**src/rtl/rletc_pkg.sv**
```systemverilog
// rletc_pkg: types and constants shared by the run-length true-color decoder
// depends on nothing; imported by rletc_conv, rletc_parse and the top level
`default_nettype none

package rletc_pkg;

  localparam int unsigned CFG_IDX_W = 2;
  localparam int unsigned CFG_DATA_W = 18;
  localparam int unsigned COUNT_W = 18;

  // configuration register indexes
  localparam logic [CFG_IDX_W-1:0] CFG_BPP   = 2'd0;
  localparam logic [CFG_IDX_W-1:0] CFG_TCOLOR = 2'd1;
  localparam logic [CFG_IDX_W-1:0] CFG_TMSB  = 2'd2;
  localparam logic [CFG_IDX_W-1:0] CFG_TOTAL = 2'd3;

  localparam logic [2:0] BPP_MIN = 3'd2;
  localparam logic [2:0] BPP_MAX = 3'd4;
  localparam logic [2:0] BPP_RESET = 3'd3;
  localparam logic [COUNT_W-1:0] TOTAL_RESET = 18'd1;
  localparam logic [COUNT_W-1:0] COUNT_MAX = 18'h3FFFF;

  localparam int unsigned HDR_RUN_BIT = 7;
  localparam logic [15:0] OPAQUE_BIT = 16'h8000;

  typedef struct packed {
    logic [2:0]         bpp;
    logic [14:0]        tcolor;
    logic               tmsb;
    logic [COUNT_W-1:0] total;
  } cfg_t;

  typedef struct packed {
    logic        valid;
    logic [15:0] pixel;
    logic [7:0]  run;
    logic        last;
  } result_t;

endpackage

`default_nettype wire

```
**src/rtl/rletc_conv.sv**
```systemverilog
// rletc_conv: pixel bytes to rgb555 with opaque flag and transparent-color check
// depends on rletc_pkg
`default_nettype none

module rletc_conv
  import rletc_pkg::*;
(
  input  wire logic [23:0] pixel_bytes,
  input  wire logic        is_bgr16,
  input  wire cfg_t        cfg,
  output logic      [15:0] pixel
);

  logic [14:0] v;
  logic [14:0] p;

  always_comb begin
    v = pixel_bytes[14:0];
    if (is_bgr16) begin
      // swap red and blue fields, drop bit 15
      p = {v[4:0], v[9:5], v[14:10]};
    end else begin
      p = {pixel_bytes[7:3], pixel_bytes[15:11], pixel_bytes[23:19]};
    end
    if (p == cfg.tcolor) begin
      pixel = cfg.tmsb ? OPAQUE_BIT : 16'h0000;
    end else begin
      pixel = OPAQUE_BIT | {1'b0, p};
    end
  end

endmodule

`default_nettype wire

```
**src/rtl/rletc_parse.sv**
```systemverilog
// rletc_parse: packet header tracking, pixel byte assembly and pixel counting
// depends on rletc_pkg and rletc_conv
`default_nettype none

module rletc_parse
  import rletc_pkg::*;
(
  input  wire logic       clk,
  input  wire logic       rst,
  input  wire logic       accept,
  input  wire logic [7:0] data_byte,
  input  wire cfg_t       cfg,
  output result_t         res
);

  logic               expect_header;
  logic               run_packet;
  logic [7:0]         pixels_left;
  logic [1:0]         byte_in_pixel;
  logic [23:0]        pixel_bytes;
  logic [COUNT_W-1:0] pixels_done;

  logic               expect_header_next;
  logic               run_packet_next;
  logic [7:0]         pixels_left_next;
  logic [1:0]         byte_in_pixel_next;
  logic [23:0]        pixel_bytes_next;
  logic [COUNT_W-1:0] pixels_done_next;

  logic [2:0]         eff_bpp;
  logic [23:0]        merged;
  logic               pixel_complete;
  logic [15:0]        conv_pixel;
  logic [7:0]         count;
  logic               packet_end;
  logic [COUNT_W:0]   done_sum;
  logic [COUNT_W-1:0] done_sat;

  always_comb begin
    if (cfg.bpp < BPP_MIN) begin
      eff_bpp = BPP_MIN;
    end else if (cfg.bpp > BPP_MAX) begin
      eff_bpp = BPP_MAX;
    end else begin
      eff_bpp = cfg.bpp;
    end
  end

  // fold the incoming byte into the pixel; a fourth byte (alpha) is dropped
  always_comb begin
    case (byte_in_pixel)
      2'd0: merged = pixel_bytes | {16'h0000, data_byte};
      2'd1: merged = pixel_bytes | {8'h00, data_byte, 8'h00};
      2'd2: merged = pixel_bytes | {data_byte, 16'h0000};
      default: merged = pixel_bytes;
    endcase
  end

  assign pixel_complete = ({1'b0, byte_in_pixel} + 3'd1) >= eff_bpp;

  rletc_conv u_conv (
    .pixel_bytes (merged),
    .is_bgr16    (eff_bpp == BPP_MIN),
    .cfg         (cfg),
    .pixel       (conv_pixel)
  );

  always_comb begin
    expect_header_next = expect_header;
    run_packet_next    = run_packet;
    pixels_left_next   = pixels_left;
    byte_in_pixel_next = byte_in_pixel;
    pixel_bytes_next   = pixel_bytes;
    pixels_done_next   = pixels_done;
    res                = '0;
    count              = run_packet ? pixels_left : 8'd1;
    packet_end         = run_packet || (pixels_left == 8'd1);
    done_sum           = {1'b0, pixels_done} + {{(COUNT_W-7){1'b0}}, count};
    done_sat           = done_sum[COUNT_W] ? COUNT_MAX : done_sum[COUNT_W-1:0];

    if (expect_header) begin
      expect_header_next = 1'b0;
      run_packet_next    = data_byte[HDR_RUN_BIT];
      pixels_left_next   = {1'b0, data_byte[6:0]} + 8'd1;
      byte_in_pixel_next = 2'd0;
      pixel_bytes_next   = 24'h0;
    end else if (!pixel_complete) begin
      byte_in_pixel_next = byte_in_pixel + 2'd1;
      pixel_bytes_next   = merged;
    end else begin
      byte_in_pixel_next = 2'd0;
      pixel_bytes_next   = 24'h0;
      pixels_left_next   = run_packet ? 8'd0 : pixels_left - 8'd1;
      pixels_done_next   = done_sat;
      res.valid          = 1'b1;
      res.pixel          = conv_pixel;
      res.run            = count;
      if (packet_end) begin
        expect_header_next = 1'b1;
        if (done_sat >= cfg.total) begin
          res.last         = 1'b1;
          pixels_done_next = '0;
        end
      end
    end
  end

  always_ff @(posedge clk) begin
    if (rst) begin
      expect_header <= 1'b1;
      run_packet    <= 1'b0;
      pixels_left   <= 8'd0;
      byte_in_pixel <= 2'd0;
      pixel_bytes   <= 24'h0;
      pixels_done   <= '0;
    end else if (accept) begin
      expect_header <= expect_header_next;
      run_packet    <= run_packet_next;
      pixels_left   <= pixels_left_next;
      byte_in_pixel <= byte_in_pixel_next;
      pixel_bytes   <= pixel_bytes_next;
      pixels_done   <= pixels_done_next;
    end
  end

  a_last_clears_count: assert property (@(posedge clk) disable iff (rst)
    (accept && res.valid && res.last) |=> (pixels_done == '0 && expect_header))
    else $error("pixel count not cleared after last beat of image");

  a_header_no_result: assert property (@(posedge clk) disable iff (rst)
    expect_header |-> !res.valid)
    else $error("result produced from a header beat");

  a_run_ends_packet: assert property (@(posedge clk) disable iff (rst)
    (accept && res.valid && run_packet) |=> expect_header)
    else $error("run packet did not end after its pixel");

endmodule

`default_nettype wire

```
**src/rtl/rle_true_color_pixel_decoder.sv**
```systemverilog
// a pixel's result is registered and valid in the cycle after the beat with its final byte
// one data byte per cycle unless stalled; header and partial-pixel bytes give no result
// a held result blocks every byte until the pixel side takes it; both can move together
// synchronous active-high reset: configuration to defaults, next byte is a header
// rle_true_color_pixel_decoder: top level with config registers and result register
// depends on rletc_pkg and rletc_parse
`default_nettype none

module rle_true_color_pixel_decoder
  import rletc_pkg::*;
(
  input  wire logic                  clk,
  input  wire logic                  rst,
  input  wire logic                  cfg_write,
  input  wire logic [CFG_IDX_W-1:0]  cfg_index,
  input  wire logic [CFG_DATA_W-1:0] cfg_data,
  input  wire logic                  in_valid,
  output logic                       in_ready,
  input  wire logic [7:0]            data_byte,
  output logic                       out_valid,
  input  wire logic                  out_ready,
  output logic      [15:0]           pixel_value,
  output logic      [7:0]            run_length,
  output logic                       last_of_image
);

  cfg_t    cfg;
  result_t res;
  logic    accept;

  always_ff @(posedge clk) begin
    if (rst) begin
      cfg.bpp    <= BPP_RESET;
      cfg.tcolor <= 15'h0;
      cfg.tmsb   <= 1'b0;
      cfg.total  <= TOTAL_RESET;
    end else if (cfg_write) begin
      case (cfg_index)
        CFG_BPP:    cfg.bpp    <= cfg_data[2:0];
        CFG_TCOLOR: cfg.tcolor <= cfg_data[14:0];
        CFG_TMSB:   cfg.tmsb   <= cfg_data[0];
        CFG_TOTAL:  cfg.total  <= cfg_data[COUNT_W-1:0];
        default: ;
      endcase
    end
  end

  assign in_ready = !out_valid || out_ready;
  assign accept   = in_valid && in_ready;

  rletc_parse u_parse (
    .clk       (clk),
    .rst       (rst),
    .accept    (accept),
    .data_byte (data_byte),
    .cfg       (cfg),
    .res       (res)
  );

  always_ff @(posedge clk) begin
    if (rst) begin
      out_valid <= 1'b0;
    end else if (accept && res.valid) begin
      out_valid <= 1'b1;
    end else if (out_ready) begin
      out_valid <= 1'b0;
    end
  end

  always_ff @(posedge clk) begin
    if (accept && res.valid) begin
      pixel_value   <= res.pixel;
      run_length    <= res.run;
      last_of_image <= res.last;
    end
  end

  a_run_nonzero: assert property (@(posedge clk) disable iff (rst)
    out_valid |-> run_length != 8'd0)
    else $error("result beat with zero run length");

  a_stall_blocks_input: assert property (@(posedge clk) disable iff (rst)
    (out_valid && !out_ready) |-> !in_ready)
    else $error("byte accepted while result register is stalled");

  a_result_loaded: assert property (@(posedge clk) disable iff (rst)
    (accept && res.valid) |=> out_valid)
    else $error("result lost on its way to the output register");

endmodule

`default_nettype wire
```
**config.mk**
```make
export PLATFORM = sky130hd
export DESIGN_NAME = rle_true_color_pixel_decoder
export DESIGN_NICKNAME = d
export VERILOG_FILES = /design/src/rtl/rletc_pkg.sv /design/src/rtl/rletc_conv.sv /design/src/rtl/rletc_parse.sv /design/src/rtl/rle_true_color_pixel_decoder.sv
export SDC_FILE = /design/constraint.sdc
export NUM_CORES = 1
export LEC_CHECK = 0
export ABC_AREA = 1
export BUFFER_PORTS_ARGS = -buffer_cell sky130_fd_sc_hd__buf_2
export CORE_ASPECT_RATIO = 0.75
export CORE_UTILIZATION = 55
export DETAILED_ROUTE_END_ITERATION = 16
export PLACE_DENSITY_LB_ADDON = 0.1
export SKIP_LAST_GASP = 1
export SYNTH_ARGS = -nofsm -noshare
export SYNTH_HDL_FRONTEND = slang
export SYNTH_SLANG_ARGS = --single-unit
export TNS_END_PERCENT = 100
```
**constraint.sdc**
```tcl
create_clock -name clk -period 3.6 [get_ports clk]
set_input_delay 0.18 -clock clk [delete_from_list [all_inputs] [get_ports clk]]
set_output_delay 0.18 -clock clk [all_outputs]
set_load 0.05 [all_outputs]
```
==> flow_summary_export.csv <==
group,metric,value,unit
finish,fin_area,0.00820,mm2
place,gp_congestion,0.910,
floorplan,start_util,57.6,%
sta,fin_skew,6.34,ps
finish,ff_latch_area,0.00253,mm2
clock_tree,cts-root-buf,"clkbuf_16",
logic_synthesis,ys_types,39,
clock_tree,cts_tree,"built",
finish,diodes,0,
floorplan,die-width,131,um
sta,finalSetupViolations,0,
critical_path,crit_path_start,"u_parse.pixels_left[0]$_SDFFE_PP0P_",
critical_path,crit_path_max_fanout,4,
pwr,p_total,0.00410,W
pwr,ir_drop,0.434,mV
finish,fillCellCount,980,
pwr,power.leakage,3.87,nW
min_path,hold_depth,3,
place,place_area,0.00722,mm2
sta,finalHoldViolations,0,
place,place.detailed.hpwl,13400,um
logic_synthesis,synth_ff_type,"dfxtp_1",
sta,worstMarginPinSlew,881,ps
global_route,grt-ovfl-total,0,
clock_tree,h-tree-depth,4,
routing,post_drt_via_cell_ratio,5.68,
critical_path,reg2reg_from,"u_parse.pixels_left[0]$_SDFFE_PP0P_",
floorplan,core_area,0.0119,mm2
logic_synthesis,syn_area_per_cell,7.09,um2
clock_tree,cts_inserted_buffers,17,
critical_path,crit_type,"register to register",
pwr,p_per_area,500,mW/mm2
routing,drtAntennaViolNets,0,
clock_tree,clk_latency,420,ps
logic_synthesis,synthArstFlopShare,0,%
logic_synthesis,syn_area,0.00684,mm2
routing,drt_iter0_drc,811,
logic_synthesis,syn_inst,965,
finish,nets,1095,
clock_tree,clk_pin_slew_worst_paths,60,ps
critical_path,arrival,3800,ps
min_path,hold_start,"cfg_data[0]",
sta,max-slew-margin-rel,41.2,%
logic_synthesis,yosys.area.top_type_share,26.0,%
logic_synthesis,netlist_top_cells_area,"dfxtp_1 26%, nand2_1 13%, edfxtp_1 11%",
critical_path,ff2ff_path_depth,26,
clock_tree,clock_path_buffers,2,
logic_synthesis,ys_ff_latch,114,
finish,multiInputGateArea,0.00376,mm2
place,port_buffers,59,
routing,drcViolationCount,0,
logic_synthesis,synth_mux_area_share,0,%
min_path,hold_class,"input port to register",
status,status,"completed",
logic_synthesis,syn_nets,1035,
floorplan,die_y,98.6,um
routing,wirelength,20000,um
clock_tree,cts_sinks,114,
floorplan,ios,60,
critical_path,end_kind,"register",
sta,clock.fmax,0.288,GHz
logic_synthesis,synth_edf_count,25,
logic_synthesis,synth_top_family_by_area,"simple AND/OR/NAND/NOR gates",
logic_synthesis,yosys.area_share.simple,29.1,%
floorplan,die-area,0.0129,mm2
logic_synthesis,synthAdderAreaFrac,6.88,%
critical_path,critPathRequiredTime,3930,ps
global_route,grt_max_degree,44,
logic_synthesis,synth_area_leader_cell,"dfxtp_1",
global_route,grt_pass1_vias,5844,
routing,vias,6812,
job,cap_viol_max_count,0,
global_route,grt_pass1_wl,30400,um
sta,fin_crit,3470,ps
sta,post-route-period-util,96.4,%
global_route,grt_usage,31.3,%
global_route,antenna_found_initial,0,
sta,rsz0062_at_grt,"yes",
logic_synthesis,synth_compound_area_share,15.1,%
finish,area_growth,19.8,%
critical_path,worst_setup_path_start_kind,"register",
sta,maxSlewViolCount,0,
sta,setup_slack,129,ps
routing,drt_first_pass_iters,5,
routing,wl_per_cell,16.6,um
finish,drive_gt1_share,18.3,%
floorplan,rows,34,
logic_synthesis,yosys_warnings,0,
logic_synthesis,ys_seq_area_share,37.0,%
place,dp_slack,18.3,ps
logic_synthesis,synth-xor-area-share,1.28,%
[what timing repair did]
item / in CTS / in global routing
hold buffers: 0 / 0
endpoints found under the setup margin: 18 / 19
setup buffers: 0 / 4
gates resized for setup: 5 / 53
pin swaps: 0 / 10
hold endpoints to repair: 0 / 0
cloned: 1 / 4
[worst paths after layout]
path	to	slack, ps
worst min register to register	cfg[6]$_SDFFE_PP0P_	460
worst min-delay path	cfg[34]$_SDFFE_PP1P_	40
worst max-delay path	u_parse.pixels_done[8]$_SDFFE_PP0P_	130
worst max register to register	u_parse.pixels_done[8]$_SDFFE_PP0P_	130
[sequential cells by signal, indices dropped and copies added, names as in the netlist]
| register | count |
|---|---|
| last_of_image | 1 |
| cfg | 37 |
| u_parse.expect_header | 1 |
| u_parse.pixels_done | 18 |
| u_parse.run_packet | 1 |
| run_length | 8 |
| u_parse.byte_in_pixel | 2 |
| u_parse.pixel_bytes | 21 |
| out_valid | 1 |
| pixel_value | 16 |
| u_parse.pixels_left | 8 |
[worst max-delay path, cell delays in order (launching register included)]
cell and delay, ps:
dfxtp_2 340, inv_1 60, nand2_1 60, ha_2 170, inv_1 50, fa_2 330
nand3b_1 170, nand2_2 100, nand2_1 70, nand2_2 100, nand3_2 90, nand2_2 110
nand2_4 70, buf_6 160, nand3_2 80, ha_1 240, nand2_1 100, nor2_2 50
and2_4 140, nand2_1 70, nor2_1 40, nor2_1 100, nand3_1 120, nand2_2 150
buf_4 160, nand3_1 90, a21oi_1 170
[final cells by class]
type                       count  area share (%)
tap                          162            2.47
inverter                     133            6.09
timing repair buffer          81            6.00
clock inverter                13            3.11
sequential                   114            30.9
multi-input combinational    678            45.9
clock buffer                  19            5.53
[cells in the mapped netlist (2+ instances only)]
cell type	number
a31oi_1	3
nor2_2	10
buf_6	4
a311oi_1	11
a21oi_1	78
edfxtp_1	25
o21ai_0	70
nand3_1	104
buf_12	2
nand2_4	4
nand2_2	8
dfxtp_1	89
buf_4	3
nor3_1	6
nand3_2	7
nand4_1	5
buf_2	5
inv_1	129
nor2_4	2
clkbuf_1	26
a211oi_1	6
a21boi_0	3
ha_1	36
o21bai_1	2
inv_2	4
xor2_1	9
nor2_1	58
nand2_1	237
nand3b_1	2
a2111oi_0	8
[cells in the final DEF, fill, tap and decap left out, types with 5 or more instances in the layout]
cell,instances
nand3_1,93
ha_1,30
buf_4,16
nand2_4,5
nand2_2,18
buf_2,59
dfxtp_1,87
xor2_1,9
a211oi_1,6
nand3_2,18
a21oi_1,75
nand2_1,226
buf_6,5
a311oi_1,11
bufinv_16,7
ha_4,5
clkbuf_16,17
edfxtp_1,25
inv_1,129
nor2_2,14
a2111oi_0,8
o21ai_0,67
nor2_1,54
nor3_1,6
nand4_1,5
[where the power goes]
group	switching [W]	internal, W
Combinational	0.000459	0.000209
Sequential	0.0000361	0.00136
Clock	0.000624	0.00140
[metal layers]
| layer | vias up | global-route usage [%] | routed length [um] |
|---|---|---|---|
| met5 | - | 0 | 0 |
| met4 | 0 | 9.81 | 290 |
| met3 | 33 | 7.44 | 2140 |
| met2 | 348 | 43.1 | 8120 |
| met1 | 3115 | 47.3 | 9410 |
| li1 | 3316 | - | - |
[cells by family after synthesis]
kind of cell / Yosys count
simple gates: 447
compound gates: 184
buf+inv: 173
flops: 114
fa+ha+maj: 37
xor+xnor: 10
[stage by stage]
step	setup TNS (ps)	hold slack, ps	instances	util, %
5_1_grt	-742	45.5	1200	69.1
3_3_place_gp	0	445	1159	60.8
2_1_floorplan	0	272	965	-
3_5_place_dp	0	450	1159	60.8
6_report	0	35.5	1200	69.1
4_1_cts	0	23.4	1192	67.0
(Power assumes the default switching activity.)
